`src/design/lbp_3x3_uniform_coder_assert.svh`:
```
// ----------------------------------------------------------------------------
// lbp 3x3 uniform coder assertion macros
// concurrent assertion wrappers, compiled out when ASSERT_OFF is set
// ----------------------------------------------------------------------------
`ifndef LBP_3X3_UNIFORM_CODER_ASSERT_SVH
`define LBP_3X3_UNIFORM_CODER_ASSERT_SVH

`ifndef ASSERT_OFF

// same-cycle implication on clk, disabled in reset
`define LBP3U_ASSERT_IMP(lbl, pre, post, msg) \
  lbl: assert property (@(posedge clk) disable iff (rst) (pre) |-> (post)) else $error(msg);

// next-cycle implication on clk, disabled in reset
`define LBP3U_ASSERT_NXT(lbl, pre, post, msg) \
  lbl: assert property (@(posedge clk) disable iff (rst) (pre) |=> (post)) else $error(msg);

`else

`define LBP3U_ASSERT_IMP(lbl, pre, post, msg)
`define LBP3U_ASSERT_NXT(lbl, pre, post, msg)

`endif

`endif

```
`src/design/lbp3u_pkg.sv`:
```
// ----------------------------------------------------------------------------
// lbp3u_pkg
// shared constants, types and the uniform label table of the lbp coder
// ----------------------------------------------------------------------------
package lbp3u_pkg;

  // frame geometry limits
  localparam int MAX_WIDTH  = 2048;
  localparam int MAX_HEIGHT = 4096;
  localparam int COL_W      = $clog2(MAX_WIDTH);
  localparam int ROW_W      = $clog2(MAX_HEIGHT);

  // register field widths and reset values
  localparam int WIDTH_FIELD_W  = 12;
  localparam int HEIGHT_FIELD_W = 13;
  localparam int WIDTH_RESET    = 640;
  localparam int HEIGHT_RESET   = 480;
  localparam int MIN_DIM        = 2;

  // apb port
  localparam int APB_ADDR_W = 4;
  localparam int APB_DATA_W = 32;
  localparam logic [1:0] REG_FRAME_WIDTH    = 2'd0;
  localparam logic [1:0] REG_FRAME_HEIGHT   = 2'd1;
  localparam logic [1:0] REG_UNIFORM_ENABLE = 2'd2;

  // pixel and code widths
  localparam int PIX_W  = 8;
  localparam int LINE_W = 2 * PIX_W;

  // command queue between front and back
  localparam int QUEUE_DEPTH = 4;
  localparam int QPTR_W      = $clog2(QUEUE_DEPTH);
  localparam int QCNT_W      = $clog2(QUEUE_DEPTH + 1);

  // uniform label table
  localparam int LUT_SIZE = 256;
  localparam logic [PIX_W-1:0] UNIFORM_OTHER = 8'd58;

  // geometry and restart from the register block
  typedef struct packed {
    logic [COL_W:0] frame_width;
    logic [ROW_W:0] frame_height;
    logic           restart;
  } lbp_geom_t;

  // controls seen by the back end
  typedef struct packed {
    logic restart;
    logic uniform_enable;
  } lbp_back_ctrl_t;

  // one classified item for the back end
  typedef struct packed {
    logic             is_pixel;
    logic             emit;
    logic             up;
    logic             down;
    logic             left;
    logic             right;
    logic [COL_W-1:0] addr;
    logic [PIX_W-1:0] pixel;
  } lbp_cmd_t;

  // queue status
  typedef struct packed {
    logic full;
    logic empty;
  } lbp_qstat_t;

  // front end position status
  typedef struct packed {
    logic           at_start;
    logic [COL_W:0] pending;
  } lbp_fstat_t;

  typedef logic [PIX_W-1:0] label_lut_t [LUT_SIZE];

  // circular 0/1 transitions of an 8-bit pattern
  function automatic logic [3:0] bit_changes(input logic [PIX_W-1:0] c);
    return 4'($countones(c ^ {c[PIX_W-2:0], c[PIX_W-1]}));
  endfunction

  // uniform patterns get labels in ascending code order, the rest the catch-all
  function automatic label_lut_t build_label_lut();
    label_lut_t       lut;
    logic [PIX_W-1:0] n;
    n = '0;
    for (int v = 0; v < LUT_SIZE; v++) begin
      if (bit_changes(PIX_W'(v)) <= 4'd2) begin
        lut[v] = n;
        n = n + 1'b1;
      end else begin
        lut[v] = UNIFORM_OTHER;
      end
    end
    return lut;
  endfunction

  localparam label_lut_t UNIFORM_LUT = build_label_lut();

endpackage

```
`src/design/lbp3u_queue.sv`:
```
// ----------------------------------------------------------------------------
// lbp3u_queue
// short command fifo that decouples the front end from the back end
// ----------------------------------------------------------------------------
module lbp3u_queue
  import lbp3u_pkg::*;
(
  input  logic       clk,
  input  logic       rst,
  input  logic       push,
  input  lbp_cmd_t   push_cmd,
  input  logic       pop,
  output lbp_cmd_t   head_cmd,
  output lbp_qstat_t stat
);

  lbp_cmd_t          slots [QUEUE_DEPTH];
  logic [QPTR_W-1:0] wr_ptr;
  logic [QPTR_W-1:0] rd_ptr;
  logic [QCNT_W-1:0] count;

  // status and head
  assign stat.full  = (count == QCNT_W'(QUEUE_DEPTH));
  assign stat.empty = (count == '0);
  assign head_cmd   = slots[rd_ptr];

  // pointers and fill level
  always_ff @(posedge clk) begin
    if (rst) begin
      wr_ptr <= '0;
      rd_ptr <= '0;
      count  <= '0;
    end else begin
      if (push) begin
        wr_ptr <= (wr_ptr == QPTR_W'(QUEUE_DEPTH - 1)) ? '0 : wr_ptr + 1'b1;
      end
      if (pop) begin
        rd_ptr <= (rd_ptr == QPTR_W'(QUEUE_DEPTH - 1)) ? '0 : rd_ptr + 1'b1;
      end
      if (push && !pop) begin
        count <= count + 1'b1;
      end else if (pop && !push) begin
        count <= count - 1'b1;
      end
    end
  end

  // slot storage
  always_ff @(posedge clk) begin
    if (push) begin
      slots[wr_ptr] <= push_cmd;
    end
  end

endmodule

```
`config.mk`:
```
export PLATFORM = sky130hd
export DESIGN_NAME = lbp3u_queue
export DESIGN_NICKNAME = d
export VERILOG_FILES = /design/src/design/lbp_3x3_uniform_coder_assert.svh /design/src/design/lbp3u_pkg.sv /design/src/design/lbp3u_queue.sv
export SDC_FILE = /design/constraint.sdc
export NUM_CORES = 1
export LEC_CHECK = 0
export ABC_AREA = 0
export BUFFER_PORTS_ARGS = -buffer_cell sky130_fd_sc_hd__buf_2
export CAP_MARGIN = 20
export CORE_UTILIZATION = 45
export CTS_BUF_LIST = sky130_fd_sc_hd__clkbuf_16
export DETAILED_ROUTE_END_ITERATION = 16
export MAX_ROUTING_LAYER = met4
export PLACE_DENSITY = 0.74
export SETUP_SLACK_MARGIN = 0.1
export SLEW_MARGIN = 20
export SYNTH_ARGS = -nofsm -noshare
export SYNTH_HDL_FRONTEND = slang
export SYNTH_SLANG_ARGS = --single-unit
```
`constraint.sdc`:
```
create_clock -name clk -period 4 [get_ports clk]
set_clock_uncertainty 0.15 [all_clocks]
set_input_delay 0.2 -clock clk [delete_from_list [all_inputs] [get_ports clk]]
set_output_delay 0.2 -clock clk [all_outputs]
set_load 0.005 [all_outputs]
```
==> results by group, run 1 <==
Timing
  – TNS Setup: 0 ns
  – Final setup margin: 1.573 ns
  – Relative slew slack: 0.3981
  – Final setup vio count: 0
  – RSZ-0062 raised after global routing: no
  – Final Max Tran Viols: 0
  – Post-layout min period: 2.427 ns
  – Final hold violations: 0
  – Least-Margin Pin Slew: 0.9028 ns
  – FMAX: 412.1 MHz
  – Final Cycle Share: 0.6066

Clocking
  – Clock root buffer: clkbuf_16
  – # resized after CTS: 0
  – H-tree depth: 3
  – Clock transition at the registers of the reported paths: 0.07 ns
  – TritonCTS Buffers: 9
  – Clk sinks: 109
  – Clk_lat worst skew: 0.34 ns
  – Bufs on Longest Clock Path: 2
  – CTS tree: built

Floorplan
  – Total core area: 0.008763 mm²
  – Die width: around 97 µm
  – Starting Density: 0.4669
  – Rows: 34
  – Die Area: 0.009477 mm²
  – Number of top-level pins: 56
  – Die Ht: between 90 and 100 µm

Run
  – Maxcap violations: 0

Routing
  – Drt initial violations: 79
  – Vias/cell: 5.190
  – Final wirelength: roughly 6.9 mm
  – WL per Instance: between 15 and 20 µm
  – DR pass1 iterations: 4
  – Detail Route Antenna Nets: 0
  – Via count: 1962
  – DRC: 0

Critical path
  – Crit-path max FO: 25
  – Critical Path Sink Type: output pin
  – CP Data Required Time: between 3 and 4 ns
  – Worst setup SP type: flip-flop
  – Critical path type: flip-flop to output pin
  – Worst EP arrival: 2.08 ns

Logic synthesis
  – Cells after Synth: 175
  – Most frequently used flop master after synthesis: edfxtp_1
  – Ys async rst share: 0
  – Cell Area, Synth: 0.004091 mm²
  – Cell variety after synth: 20
  – Synth area leaders: edfxtp_1, mux4_2, dfxtp_1
  – Post-Syn Nets: between 200 and 250
  – Post-synth EDFFs: 100
  – Synthesis warning total: 0
  – Yosys top cell by area: edfxtp_1
  – Yosys top cell area share: 0.7339
  – Sequential share of the synthesized area: 0.7780
  – Syn_area_per_cell: around 23 µm²
  – Synth Register Bits: around 110

Placed design
  – Post-DP HPWL: between 4 and 5 mm
  – Routability cong.: 0.6752
  – Port buffer count: 55
  – Pre-CTS setup slack: 1.835 ns

Final layout
  – Post-layout nets: 302
  – Most frequent cells in the layout: edfxtp_1, buf_2, dlygate4sd3_1
  – Most common cell after layout, fill and taps aside: edfxtp_1
  – Share of post-route cells with drive strength above 1: 0.3556
  – Util after Layout: 0.5734
  – Area Growth Syn to Fin: 22.81%
  – Diode count: 0

Global route
  – Total global routing overflow: 0
  – Tot GR Track Use: 0.1602
  – Number of global-route vias before repair: 2066
  – First-pass GRT wire length: 10.76 mm
  – Pin count of the biggest net entering global routing: 26
  – Initial antenna violation count: 0

Pwr
  – PwrDens: 477.4 mW/mm²
  – Leak: 1.766 nW
  – Maximum vdd drop: approximately 0.25 mV

Hold path
  – HP Class: input port to flip-flop

Outcome
  – Status: completed
## Yosys cell counts (4+ instances only)
cell type	n
edfxtp_1	100
mux4_2	20
dfxtp_1	9
nor2_1	7
ha_1	6
mux4_1	5
and2_1	4
inv_1	4
mux2i_1	4
## state kept, by name (all words and copies together), names as in the netlist, named ones only
register / cells
slots: 100
rd_ptr: 2
wr_ptr: 2
count: 3
## final timing paths
kind                               start               endpoint  slack [ns]  depth (start not counted)
setup / recovery               flip-flop            head_cmd[7]        1.57                          2
hold / removal                       pop              flip-flop        0.04                          3
setup reg to reg  wr_ptr[0]$_SDFFE_PP0P_  slots[2][0]$_DFFE_PP_        2.20                          4
hold reg to reg    count[2]$_SDFFE_PP0P_  count[2]$_SDFFE_PP0P_        0.36                          2
## power by group
group          total, W  internal (W)  switching [W]  leakage, nW
Sequential      0.00133       0.00130      0.0000317        0.993
Clock          0.000853      0.000480       0.000373        0.130
Combinational  0.000212      0.000118      0.0000939        0.644
## logic make-up after synthesis
family,share of synthesized area
AOI/OAI and AO/OA,0.003669
xor gates and xnor gates,0.004282
adders and majority gates,0.02324
buffers and inverters,0.01988
DFF,0.7780
muxes,0.1520
and+or+nand+nor,0.01896
## layer usage
layer / share of wire / routed length (µm) / GRT usage / vias up
met3: 0.043 / 297 / 0.04388 / 6
met4: 0.011 / 77 / 0.05543 / 0
li1: - / - / - / 903
met2: 0.52 / 3591 / 0.2638 / 54
met5: 0 / 0 / - / -
met1: 0.42 / 2932 / 0.1920 / 999
## metrics by stage
stage / cell area [µm²] / hold slack (ns) / total power [W] / std cells
floorplan: 4091 / 0.1191 / 0.001467 / 175
global placement: 4474 / 0.2615 / 0.001546 / 337
detailed placement: 4474 / 0.2677 / 0.001557 / 337
CTS: 5025 / 0.02252 / 0.002428 / 378
global route: 5025 / 0.06345 / 0.002488 / 378
finish: 5025 / 0.03514 / 0.002399 / 378
## cell type report
class	count	area, µm²
clock inverters	6	65.06
flip-flops and latches	109	3184
well taps	108	135.1
multi-input cells	56	827.0
repair buffers	86	573.1
inverters	4	15.01
clock buffers	9	225.2
fillers	689	3739
## critical path: stages (launching register included)
cell,delay (ns)
dfxtp_2,0.92
mux4_1,0.67
buf_2,0.15
## repair_timing
item	CTS	global route
hold buffers	26	0
setup buffers	0	0
hold endpoints to repair	109	0
Note: power is estimated with default switching activity, not from simulation.
==> run 2, diff against run 1 <==
ABC_AREA = 1   (was 0)
clock period = 2.5 ns   (was 4 ns; I/O delays follow)
==> results by group, run 2 <==
Clocking
  – Clock transition at the registers of the reported paths: 0.07 ns
  – # resized after CTS: 0
  – Clk sinks: 109
  – Post-CTS Setup Repair Bufs: 0
  – CTS tree: built
  – Bufs on Longest Clock Path: 2
  – CTS Hold Bufs: 28
  – TritonCTS Buffers: 9
  – H-tree depth: 3
  – Clk_lat worst skew: 0.34 ns
  – Clock root buffer: clkbuf_16

Floorplan
  – Total core area: 0.008848 mm²
  – Number of top-level pins: 56
  – Die width: between 90 and 100 µm
  – Die Ht: 98.23 µm
  – Rows: 34
  – Starting Density: 0.4709
  – Die Area: 0.009648 mm²

Critical path
  – Worst path slowest cell: dfxtp_2
  – Worst R2R End: slots[3][19]$_DFFE_PP_
  – Crit path cell chain: buf_4, o21ai_0, o22ai_1, buf_2
  – Flop2flop setup slack: 0.95 ns
  – Critical path type: flip-flop to output pin
  – Worst EP arrival: 1.82 ns
  – Critical Path Sink Type: output pin
  – Reg-to-Reg Start: wr_ptr[0]$_SDFFE_PP0P_
  – CP delay by family, top: flip-flops
  – Worst Path Buf+Inv: 2
  – CP Data Required Time: approximately 2.2 ns
  – Worst reg-to-reg path cell count: 4
  – Crit-path max FO: 30
  – Worst setup SP type: flip-flop
  – Worst stage delay on the critical path: 0.58 ns

Logic synthesis
  – Count leader, synth: edfxtp_1
  – Cells after Synth: about 300
  – Area fraction in compound gates after synthesis: 0.1048
  – Main combinational cell family by area after synthesis: compound AO/OA/AOI/OAI gates
  – Cell Area, Synth: 0.004166 mm²
  – Synth Area in XOR/XNOR: 0.002102
  – Yosys top cell area share: 0.7207
  – Syn_area_per_cell: roughly 14 µm²
  – Post-Synth Adder-Cell Area: 0.02282
  – Cell variety after synth: 20
  – Synth area leaders: edfxtp_1, nor2_1, o21ai_0
  – Yosys top cell by area: edfxtp_1
  – Most frequent cells after synthesis: edfxtp_1, nor2_1, o21ai_0, o22ai_1
  – Synthesis warning total: 0
  – Sequential share of the synthesized area: 0.7640
  – Ys async rst share: 0
  – Post-synth EDFFs: 100
  – Synth Register Bits: around 110
  – Simple-gate share of the synthesized area: 0.06697
  – Most frequently used flop master after synthesis: edfxtp_1
  – Post-Syn Nets: 337
  – Mux share of post-synthesis cell area: 0

Hold path
  – Min-Delay Path Depth: 2
  – Endpoint, Worst Hold: slots[3][12]$_DFFE_PP_
  – Worst Hold Launch: push_cmd[12]
  – HP Class: input port to flip-flop

Timing
  – Least-Margin Pin Slew: approximately 0.52 ns
  – Final setup vio count: 0
  – RSZ-0062 raised after global routing: no
  – FMAX: 478.0 MHz
  – Relative slew slack: 0.6515
  – Final Cycle Share: 0.8368
  – TNS Setup: 0 ns
  – Post-layout min period: between 2 and 2.5 ns
  – Final setup margin: between 0.4 and 0.5 ns
  – Final Max Tran Viols: 0
  – Final hold violations: 0

Global route
  – Initial antenna violation count: 0
  – Total global routing overflow: 0
  – Number of global-route vias before repair: 2593
  – Pin count of the biggest net entering global routing: 51
  – Tot GR Track Use: 0.1809
  – First-pass GRT wire length: 12.61 mm

Final layout
  – Max reg flops: 100
  – Diode count: 0
  – Post-layout nets: around 420
  – Share of post-route cells with drive strength above 1: 0.1995
  – Most frequent cells in the layout: edfxtp_1, nor2_1, buf_2
  – Most common cell after layout, fill and taps aside: edfxtp_1
  – Area Growth Syn to Fin: 22.28%
  – Top Registers: slots (100), count (3)
  – Register with the most flip-flops: slots

Routing
  – Drt initial violations: 159
  – DR pass1 iterations: 14
  – DRC: 1
  – Via count: 2618
  – Detail Route Antenna Nets: 0
  – Vias/cell: 5.246
  – WL per Instance: 15.83 µm
  – Final wirelength: 7.898 mm

Placed design
  – Routability cong.: 0.7227
  – Pre-CTS setup slack: between 0.7 and 0.8 ns
  – Post-DP HPWL: between 4 and 5 mm
  – Port buffer count: 55

Outcome
  – Failing checks: DRC
  – Status: complete, but fails checks

Run
  – Maxcap violations: 0

Pwr
  – Leak: approximately 1.9 nW
  – Maximum vdd drop: around 0.42 mV
  – PwrDens: 761.2 mW/mm²
==> run 2: cell types whose count changed in the layout (fill, tap and decap cells not counted), moves of 11 or more <==
cell and delta:
inv_1 +11, mux4_2 -20, nor2_1 +51, o21ai_0 +38
o21ai_1 +14, o22ai_1 +25
==> run 2: layer usage <==
layer | vias up | share of wire | GRT usage
li1 | 1271 | - | -
met1 | 1268 | 0.44 | 0.2146
met2 | 71 | 0.51 | 0.3039
met3 | 8 | 0.043 | 0.04510
met4 | 0 | 0.011 | 0.05855
met5 | - | 0 | -
==> run 2: worst max-delay path by stage <==
stage / startpoint / end / slack (ns) / depth (start not counted)
finish: flip-flop / head_cmd[18] / 0.41 / 4
global route: flip-flop / head_cmd[18] / 0.25 / 4
CTS: flip-flop / head_cmd[4] / 0.39 / 4
detailed placement: flip-flop / head_cmd[4] / 0.76 / 4
global placement: flip-flop / head_cmd[6] / 0.82 / 4
floorplan: wr_ptr[0]$_SDFFE_PP0P_ / slots[3][0]$_DFFE_PP_ / 0.88 / 3
==> run 2: power by group <==
group	internal (W)	switching [W]	total, W
Sequential	0.00208	0.0000405	0.00212
Clock	0.000771	0.000597	0.00137
Combinational	0.000167	0.000226	0.000393
==> run 2: logic make-up after synthesis <==
logic type,Yosys count
simple gates,72
fa+ha+maj,7
compound gates,81
buf+inv,31
xor+xnor,1
flops,109
==> run 2: area by class of cell <==
class	instances	area, µm²
fill	719	3754
clock buffer	9	225.2
clock inverter	7	67.56
inverter	16	62.56
sequential	109	3184
multi-input combinational	161	819.5
timing repair buffer	89	600.6
tap	108	135.1
==> run 2: metrics by stage <==
stage / cell area, µm² / util / total power, W / cells / hold slack [ns]
2_1_floorplan: 4167 / - / 0.002360 / 301 / 0.04738
3_3_place_gp: 4522 / 0.5110 / 0.002508 / 455 / 0.1872
3_5_place_dp: 4522 / 0.5110 / 0.002522 / 455 / 0.1862
4_1_cts: 5095 / 0.5758 / 0.003903 / 499 / 0.3513
5_1_grt: 5095 / 0.5758 / 0.004016 / 499 / 0.3921
6_report: 5095 / 0.5758 / 0.003878 / 499 / 0.3904
