## src/design/lbp_3x3_uniform_coder_assert.svh

```systemverilog
// ----------------------------------------------------------------------------
// lbp 3x3 uniform coder assertion macros
// concurrent assertion wrappers, compiled out when ASSERT_OFF is set
// ----------------------------------------------------------------------------
`ifndef LBP_3X3_UNIFORM_CODER_ASSERT_SVH
`define LBP_3X3_UNIFORM_CODER_ASSERT_SVH

`ifndef ASSERT_OFF

// same-cycle implication on clk, disabled in reset
`define LBP3U_ASSERT_IMP(lbl, pre, post, msg) \
  lbl: assert property (@(posedge clk) disable iff (rst) (pre) |-> (post)) else $error(msg);

// next-cycle implication on clk, disabled in reset
`define LBP3U_ASSERT_NXT(lbl, pre, post, msg) \
  lbl: assert property (@(posedge clk) disable iff (rst) (pre) |=> (post)) else $error(msg);

`else

`define LBP3U_ASSERT_IMP(lbl, pre, post, msg)
`define LBP3U_ASSERT_NXT(lbl, pre, post, msg)

`endif

`endif

```

## src/design/lbp3u_pkg.sv

```systemverilog
// ----------------------------------------------------------------------------
// lbp3u_pkg
// shared constants, types and the uniform label table of the lbp coder
// ----------------------------------------------------------------------------
package lbp3u_pkg;

  // frame geometry limits
  localparam int MAX_WIDTH  = 2048;
  localparam int MAX_HEIGHT = 4096;
  localparam int COL_W      = $clog2(MAX_WIDTH);
  localparam int ROW_W      = $clog2(MAX_HEIGHT);

  // register field widths and reset values
  localparam int WIDTH_FIELD_W  = 12;
  localparam int HEIGHT_FIELD_W = 13;
  localparam int WIDTH_RESET    = 640;
  localparam int HEIGHT_RESET   = 480;
  localparam int MIN_DIM        = 2;

  // apb port
  localparam int APB_ADDR_W = 4;
  localparam int APB_DATA_W = 32;
  localparam logic [1:0] REG_FRAME_WIDTH    = 2'd0;
  localparam logic [1:0] REG_FRAME_HEIGHT   = 2'd1;
  localparam logic [1:0] REG_UNIFORM_ENABLE = 2'd2;

  // pixel and code widths
  localparam int PIX_W  = 8;
  localparam int LINE_W = 2 * PIX_W;

  // command queue between front and back
  localparam int QUEUE_DEPTH = 4;
  localparam int QPTR_W      = $clog2(QUEUE_DEPTH);
  localparam int QCNT_W      = $clog2(QUEUE_DEPTH + 1);

  // uniform label table
  localparam int LUT_SIZE = 256;
  localparam logic [PIX_W-1:0] UNIFORM_OTHER = 8'd58;

  // geometry and restart from the register block
  typedef struct packed {
    logic [COL_W:0] frame_width;
    logic [ROW_W:0] frame_height;
    logic           restart;
  } lbp_geom_t;

  // controls seen by the back end
  typedef struct packed {
    logic restart;
    logic uniform_enable;
  } lbp_back_ctrl_t;

  // one classified item for the back end
  typedef struct packed {
    logic             is_pixel;
    logic             emit;
    logic             up;
    logic             down;
    logic             left;
    logic             right;
    logic [COL_W-1:0] addr;
    logic [PIX_W-1:0] pixel;
  } lbp_cmd_t;

  // queue status
  typedef struct packed {
    logic full;
    logic empty;
  } lbp_qstat_t;

  // front end position status
  typedef struct packed {
    logic           at_start;
    logic [COL_W:0] pending;
  } lbp_fstat_t;

  typedef logic [PIX_W-1:0] label_lut_t [LUT_SIZE];

  // circular 0/1 transitions of an 8-bit pattern
  function automatic logic [3:0] bit_changes(input logic [PIX_W-1:0] c);
    return 4'($countones(c ^ {c[PIX_W-2:0], c[PIX_W-1]}));
  endfunction

  // uniform patterns get labels in ascending code order, the rest the catch-all
  function automatic label_lut_t build_label_lut();
    label_lut_t       lut;
    logic [PIX_W-1:0] n;
    n = '0;
    for (int v = 0; v < LUT_SIZE; v++) begin
      if (bit_changes(PIX_W'(v)) <= 4'd2) begin
        lut[v] = n;
        n = n + 1'b1;
      end else begin
        lut[v] = UNIFORM_OTHER;
      end
    end
    return lut;
  endfunction

  localparam label_lut_t UNIFORM_LUT = build_label_lut();

endpackage

```

## src/design/lbp3u_front.sv

```systemverilog
// ----------------------------------------------------------------------------
// lbp3u_front
// accepts input beats, tracks frame positions and classifies each item
// ----------------------------------------------------------------------------
module lbp3u_front
  import lbp3u_pkg::*;
(
  input  logic             clk,
  input  logic             rst,
  input  logic             s_tvalid,
  output logic             s_tready,
  input  logic [PIX_W-1:0] s_tdata,   // [7:0] pixel
  input  logic [0:0]       s_tuser,   // [0] func
  input  lbp_geom_t        geom,
  input  lbp_qstat_t       qstat,
  output logic             push,
  output lbp_cmd_t         cmd,
  output lbp_fstat_t       fstat
);

  logic [COL_W-1:0] in_col;
  logic [ROW_W-1:0] in_row;
  logic [COL_W-1:0] out_col;
  logic [ROW_W-1:0] out_row;
  logic [COL_W:0]   pending;

  logic accept;
  logic is_flush;
  logic at_start;
  logic in_col_last;
  logic in_row_last;
  logic out_right;
  logic out_down;
  logic pix_emit;
  logic flush_emit;
  logic emit;

  assign s_tready = !qstat.full;

  // classify the item at the input
  always_comb begin
    accept      = s_tvalid && s_tready;
    is_flush    = s_tuser[0];
    at_start    = (in_col == '0) && (in_row == '0);
    in_col_last = (({1'b0, in_col} + 1'b1) == geom.frame_width);
    in_row_last = (({1'b0, in_row} + 1'b1) == geom.frame_height);
    out_right   = (({1'b0, out_col} + 1'b1) < geom.frame_width);
    out_down    = (({1'b0, out_row} + 1'b1) < geom.frame_height);
    pix_emit    = (pending > geom.frame_width);
    flush_emit  = at_start && (pending != '0);
    emit        = is_flush ? flush_emit : pix_emit;
    push        = accept && (!is_flush || flush_emit);
  end

  // command for the back end
  always_comb begin
    cmd.is_pixel = !is_flush;
    cmd.emit     = emit;
    cmd.up       = (out_row != '0);
    cmd.down     = out_down;
    cmd.left     = (out_col != '0);
    cmd.right    = out_right;
    cmd.addr     = is_flush ? (out_right ? out_col + 1'b1 : '0) : in_col;
    cmd.pixel    = s_tdata;
  end

  assign fstat.at_start = at_start;
  assign fstat.pending  = pending;

  // input and output positions, pending count
  always_ff @(posedge clk) begin
    if (rst || geom.restart) begin
      in_col  <= '0;
      in_row  <= '0;
      out_col <= '0;
      out_row <= '0;
      pending <= '0;
    end else if (accept) begin
      if (!is_flush) begin
        if (in_col_last) begin
          in_col <= '0;
          in_row <= in_row_last ? '0 : in_row + 1'b1;
        end else begin
          in_col <= in_col + 1'b1;
        end
        if (!pix_emit) begin
          pending <= pending + 1'b1;
        end
      end else if (flush_emit) begin
        pending <= pending - 1'b1;
      end
      if (emit) begin
        if (!out_right) begin
          out_col <= '0;
          out_row <= out_down ? out_row + 1'b1 : '0;
        end else begin
          out_col <= out_col + 1'b1;
        end
      end
    end
  end

endmodule

```

## config.mk

```make
export PLATFORM = sky130hd
export DESIGN_NAME = lbp3u_front
export DESIGN_NICKNAME = d
export VERILOG_FILES = /design/src/design/lbp_3x3_uniform_coder_assert.svh /design/src/design/lbp3u_pkg.sv /design/src/design/lbp3u_front.sv
export SDC_FILE = /design/constraint.sdc
export NUM_CORES = 1
export LEC_CHECK = 0
export BUFFER_PORTS_ARGS = -buffer_cell sky130_fd_sc_hd__buf_2
export CAP_MARGIN = 20
export CORE_MARGIN = 2
export CORE_UTILIZATION = 54
export CTS_BUF_LIST = sky130_fd_sc_hd__clkbuf_8
export CTS_CLUSTER_DIAMETER = 60
export DETAILED_ROUTE_END_ITERATION = 10
export PLACE_DENSITY = 0.79
export SYNTH_ARGS = -nofsm -noshare
export SYNTH_HDL_FRONTEND = slang
export SYNTH_SLANG_ARGS = --single-unit
```

## constraint.sdc

```tcl
create_clock -name clk -period 3.37 [get_ports clk]
set_clock_uncertainty 0.1 [all_clocks]
set_input_delay 0.1685 -clock clk [delete_from_list [all_inputs] [get_ports clk]]
set_output_delay 0.1685 -clock clk [all_outputs]
set_load 0.02 [all_outputs]
```

==> results_dict.tcl, run 1 <==
set metrics [dict create \
    layout_commonest_cell "nand2_1" \
    drt_wl_total_mm 17.7 \
    hold_violations 0 \
    die_h_um 105 \
    cp_slowest_cell "dfxtp_4" \
    finalSetupViolations 9 \
    nFillCells 848 \
    start_util_pct 54.9 \
    synth_area_mm2 0.00556 \
    multi_input_area_mm2 0.00420 \
    maxSlewViolCount 0 \
    drc 0 \
    dp_cells 897 \
    pwr-share-comb_pct 16.3 \
    portBuffers 62 \
    p_total_mw 1.60 \
    clockRootBuffer "clkbuf_8" \
    switchingPower_mw 0.483 \
    ys_seq_elements 58 \
    core.rowCount 37 \
    p_leak_nw 2.96 \
    cp.required_ns 3.10 \
    hold_slack_ns 0.109 \
    cp_max_fo 7 \
    avgSynthCellArea_um2 7.69 \
    rsz0062_at_grt "yes" \
    r2r-start "out_col[2]" \
    tritoncts "done" \
    finish.utilization_pct 65.1 \
    drive_gt1_share_pct 23.0 \
    holdCritStartpoint "rst" \
    swShare_pct 30.1 \
    overflow 0 \
    die_x_um 105 \
    synth-async-reset-ratio_pct 0 \
    drv_cap 0 \
    netlist_instances 723 \
    end_kind "output port" \
    dp_slack_ns -0.0602 \
    firstDrtPassIters 6 \
    nNetsFinal 884 \
    max_slew_margin_pct 25.2 \
    antenna_found_initial 0 \
    max-vdd-ir-drop_v 0.000197 \
    post_dp_cell_area_mm2 0.00598 \
    p_seq_share_pct 43.5 \
    cts_hold_buffers 0 \
    clock_tree.buffer_depth 2 \
    layout_setup_ws_ns -0.0571 \
    crit_path_start_kind "flip-flop" \
    fmax_ghz 0.292 \
    yosysUniqueCellTypes 68 \
    grt_pass1_vias 5623 \
    power.internal_mw 1.12 \
    cpPeakStageDelay_ns 0.37 \
    holdPathEnd "pending[11]" \
    cts-htree-levels 3 \
    worst_pin_slew_ns 1.12 \
    hpwl_mm 12.2 \
    whs_path_depth 3 \
    cts.sinks 58 \
    grt_max_degree 53 \
    core_area_mm2 0.0101 \
    ff2ff_path_depth 13 \
    area_delta_synth_final_pct 18.7 \
    antenna_cells 0 \
    grt_pass1_wl_mm 26.7 \
    drtAntennaViolNets 0 \
    io_pins 80 \
    viasPerCell 6.42 \
    clkTransAtPathRegs_ns 0.08 \
    design_area_mm2 0.00660 \
    powerDensity_mw_per_mm2 243 \
    final_cell_count_no_fill 931 \
    crit-reg2reg-capture "out_row[9]" \
    finalSetupTns_ns -0.260 \
    first_iter_violations 558 \
    die-area_mm2 0.0111 \
    crit_type "flip-flop to output port" \
    finalCritPeriodShare_pct 102 \
    hold_path.class "input port to flip-flop" \
    mappedNetlistNets 817 \
    mostFrequentLayoutCells "nand2_1 (55), inv_1 (54), dfxtp_1 (53), buf_2 (51), ha_1 (50)" \
    ys_seq_area_share_pct 20.9 \
    crit_arrival_ns 3.16 \
    path_cells "ha_4, and3_4, and3_4, xor2_4, ha_4, buf_6, a2111oi_4, o21a_1, o21ai_1, a21o_2, clkinv_4, nand3_1, o21ai_2, buf_6" \
    place.gp.congestion 0.979 \
    outcome "finished with violations" \
    violations "negative setup slack" \
    clock_latency_ns 0.36 \
    p_clk_share_pct 40.3 \
    grt.total_usage_pct 29.7 \
    synth_ff_type "dfxtp_1" \
    seq_area_mm2 0.00117 \
    vias 5980 \
    ys_warn_count 0 \
    r2r_setup_slack_ns 0.07 \
    post-route-min-period_ns 3.43 \
    numCtsBuffers 9 \
    detail_route.wl_per_cell_um 19.0 \
    synth_edf_count 0 \
]
## cell usage after synthesis, types with 9 or more instances
cell type	n	share of area, %
buf_4	16	2.2
xnor2_1	37	5.8
inv_1	52	3.5
nand2_1	56	3.8
o2bb2ai_1	9	1.4
nand3_1	46	4.1
o21ai_0	29	2.6
nor2_1	35	2.4
nor3b_1	9	1.2
a21o_1	15	2.0
nor4_1	20	2.2
a32o_1	10	1.8
ha_1	53	12
and3_1	19	2.1
a21oi_1	39	3.5
clkbuf_1	17	1.1
and2_1	12	1.3
nand4_1	9	1.0
dfxtp_1	58	21
nor3_1	30	2.7
xor2_1	21	3.3
## critical path: cells and delay by family (launching register included)
kind / cells / cell delay, ns
AO/OA/AOI/OAI: 5 / 0.97
XOR/XNOR: 1 / 0.19
adder cells (fa/ha/maj): 2 / 0.38
buffers and inverters: 3 / 0.36
flip-flops: 1 / 0.37
AND/OR/NAND/NOR: 3 / 0.53
## area by class of cell
cell class | count | share of cell area [%]
Tap cell | 136 | 2.58
Sequential cell | 58 | 17.7
Multi-Input combinational cell | 568 | 63.6
Timing Repair Buffer | 99 | 10.1
Timing Repair inverter | 1 | 0.0948
Clock inverter | 7 | 0.948
Clock buffer | 9 | 1.88
Inverter | 53 | 3.09
## metal layers
layer	GRT usage, %	vias up	wire length [um]
met5	0	-	0
li1	-	2763	-
met1	34.1	2819	6980
met4	15.1	0	813
met2	51.9	311	8540
met3	6.31	87	1390
## power groups by stage
stage | Sequential (mW) | Combinational [mW] | Clock (mW)
after global placement | 0.712 | 0.230 | 0
final | 0.696 | 0.260 | 0.645
after floorplan | 0.714 | 0.170 | 0
after CTS | 0.696 | 0.246 | 0.644
after detailed placement | 0.712 | 0.240 | 0
after global routing | 0.696 | 0.281 | 0.676
## registers in the layout (all words and copies together), names as in the netlist
signal	cells
in_row	12
out_row	12
pending	12
in_col	11
out_col	11
## repair_timing
action,CTS,global route
resized for setup,35,40
buffers inserted,8,8
gates cloned,1,1
pin swaps,9,10
endpoints found under the setup margin,15,28
## worst max path at each step
stage	start	cells after the start	end	slack (ns)
after global routing	out_col[2]	12	cmd[18]	-0.1
after floorplan	out_col[0]	14	cmd[15]	0.07
final	out_col[0]	14	cmd[10]	-0.06
after detailed placement	out_col[0]	14	cmd[10]	-0.06
after global placement	out_col[0]	14	cmd[13]	0.11
after CTS	out_col[0]	14	cmd[15]	0.003
## logic make-up after synthesis
family                     count (synthesis)  share of synthesized area (%)
muxes                                      8                           1.44
DFF                                       58                           20.9
xor gates and xnor gates                  59                           9.42
adders and majority gates                 54                           12.3
and+or+nand+nor                          278                           27.1
AOI/OAI and AO/OA                        168                           20.7
buffers and inverters                     98                           8.19
Note: power is estimated with default switching activity, not from simulation.
==> run 2, diff against run 1 <==
--- a/config.mk
+++ b/config.mk
@@ -13,6 +13,7 @@
 export CTS_CLUSTER_DIAMETER = 60
 export DETAILED_ROUTE_END_ITERATION = 10
 export PLACE_DENSITY = 0.79
+export SETUP_SLACK_MARGIN = 0.5
 export SYNTH_ARGS = -nofsm -noshare
 export SYNTH_HDL_FRONTEND = slang
 export SYNTH_SLANG_ARGS = --single-unit
==> run 2 against run 1 <==
Worst hold slack lost 0.11 ns. Die area is the same. Non-clock buffer count grew 22. Sequential power shrank 0.9%. Global-route usage grew 1.7 points. Setup slack lost 0.17 ns. First-iteration DRC count grew 14%. The run ends with negative hold slack, negative setup slack left. Critical endpoint is now cmd[17]. Design area grew 9.5%. Sequential share of layout area shrank 1.0 points. Sequential cell count is the same.
==> results_dict.tcl, run 2 (synthesized netlist as in run 1, its figures left out) <==
set metrics [dict create \
    core_area_mm2 0.0101 \
    end_kind "output port" \
    drive_gt1_share_pct 33.1 \
    crit_type "flip-flop to output port" \
    max_slew_margin_pct 26.5 \
    clkTransAtPathRegs_ns 0.08 \
    place.gp.congestion 0.930 \
    hold_slack_ns -0.00383 \
    grt_pass1_wl_mm 28.1 \
    drt_wl_total_mm 19.5 \
    p_leak_nw 3.12 \
    clock_tree.buffer_depth 2 \
    p_total_mw 1.72 \
    crit_arrival_ns 3.33 \
    die_x_um 105 \
    worst_pin_slew_ns 1.10 \
    finalSetupViolations 20 \
    seq_area_mm2 0.00121 \
    drv_cap 0 \
    crit_path_start_kind "flip-flop" \
    core.rowCount 37 \
    drtAntennaViolNets 0 \
    layout_setup_ws_ns -0.229 \
    finalCritPeriodShare_pct 107 \
    dp_cells 892 \
    antenna_found_initial 0 \
    cp.required_ns 3.10 \
    vias 6232 \
    grt.total_usage_pct 31.4 \
    cpPeakStageDelay_ns 0.38 \
    io_pins 80 \
    path_buf_inv 2 \
    grt_max_degree 34 \
    mostFrequentLayoutCells "nand2_1 (54), inv_1 (49), buf_2 (49), buf_4 (46), ha_1 (43)" \
    nFillCells 732 \
    finish.utilization_pct 71.3 \
    portBuffers 62 \
    firstDrtPassIters 6 \
    clockRootBuffer "clkbuf_8" \
    hold_path.class "input port to flip-flop" \
    cp_max_fo 5 \
    viasPerCell 6.55 \
    cts-htree-levels 3 \
    drc 0 \
    numCtsBuffers 9 \
    final_cell_count_no_fill 952 \
    cts.sinks 58 \
    outcome "finished with violations" \
    maxSlewViolCount 0 \
    post-route-min-period_ns 3.60 \
    detail_route.wl_per_cell_um 20.5 \
    hpwl_mm 12.0 \
    overflow 0 \
    clock_latency_ns 0.38 \
    cts_hold_buffers 0 \
    grt_pass1_vias 5788 \
    tritoncts "done" \
    hold_violations 1 \
    path_cells "ha_4, and3_4, and3_4, xor2_4, ha_4, and4_4, a2111oi_4, o21a_1, o21ai_2, a21o_4, clkinv_4, nand3_1, o21ai_2, buf_6" \
    cp_slowest_cell "dfxtp_4" \
    fmax_ghz 0.278 \
    reg_top3 "in_row (12), out_row (12), pending (12)" \
    multi_input_area_mm2 0.00454 \
    die_h_um 105 \
    rsz0062_at_grt "yes" \
    antenna_cells 0 \
    start_util_pct 54.9 \
    max-vdd-ir-drop_v 0.000177 \
    powerDensity_mw_per_mm2 237 \
    path_delay_family "compound AO/OA/AOI/OAI gates" \
    layout_commonest_cell "nand2_1" \
    violations "negative hold slack, negative setup slack" \
    area_delta_synth_final_pct 30.0 \
    first_iter_violations 634 \
    nNetsFinal 905 \
    die-area_mm2 0.0111 \
]
## run 2: cell count changes in the layout (fill, tap and decap cells not counted), sizes merged
| cell | delta |
|---|---|
| o2111ai | -1 |
| buf | +22 |
| bufinv | +1 |
| inv | -3 |
| clkinv | +2 |
## run 2: where the power goes
group / switching (mW) / total [mW] / internal (mW)
logic: 0.172 / 0.275 / 0.103
registers: 0.00790 / 0.690 / 0.682
clock network: 0.337 / 0.751 / 0.414
total: 0.516 / 1.72 / 1.20
## run 2: area by class of cell
| cell class | count | area share, % |
|---|---|---|
| flip-flops and latches | 58 | 16.7 |
| repair buffers | 121 | 12.2 |
| well taps | 136 | 2.35 |
| inverters | 53 | 2.82 |
| clock buffers | 9 | 1.71 |
| clock inverters | 7 | 1.30 |
| repair inverters | 1 | 0.121 |
| multi-input cells | 567 | 62.8 |
## run 2: through the flow
stage / setup TNS (ns) / instance area, um2 / setup slack [ns] / hold slack, ns
final: -2.45 / 7230 / -0.229 / -0.00383
after global routing: -3.76 / 7230 / -0.266 / 0.0219
after CTS: 0 / 6730 / 0.000236 / 0.00335
after detailed placement: -0.0208 / 6000 / -0.0208 / 0.237
after global placement: 0 / 6000 / 0.142 / 0.237
after floorplan: 0 / 5680 / 0.477 / 0.248
## run 2: path summary, 6_finish.rpt
check | start | end | slack [ns] | cells after the start
worst max register to register | out_col[1] | out_row[5] | -0.08 | 13
worst max-delay path | out_col[1] | cmd[17] | -0.23 | 14
worst min register to register | in_col[1] | in_col[1] | 0.40 | 2
worst min-delay path | rst | pending[11] | -0.004 | 3
## run 2: worst register-to-register path, stage by stage, from the launching register on
cell and delay [ns]:
dfxtp_4 0.37, ha_4 0.16, and3_4 0.18, and3_4 0.21, xor2_4 0.17, ha_4 0.35, and4_4 0.27, a2111oi_4 0.06
o21a_1 0.15, o21ai_0 0.32, o2111ai_4 0.31, buf_4 0.25, o21bai_1 0.18, a32o_1 0.28
## run 2: repair_timing
action | 4_1_cts | 5_1_grt
gates resized for setup | 79 | 81
endpoints found under the setup margin | 53 | 58
pin swaps | 16 | 29
setup buffers | 31 | 12
gates cloned | 1 | 0
## run 2: metal layers
layer  share of wire, %  vias to the layer above  global-route usage [%]
li1                   -                     2807                       -
met1                 37                     2912                    37.4
met2                 49                      403                    53.3
met3                8.3                      110                    6.68
met4                5.5                        0                    15.9
met5                  0                        -                       0
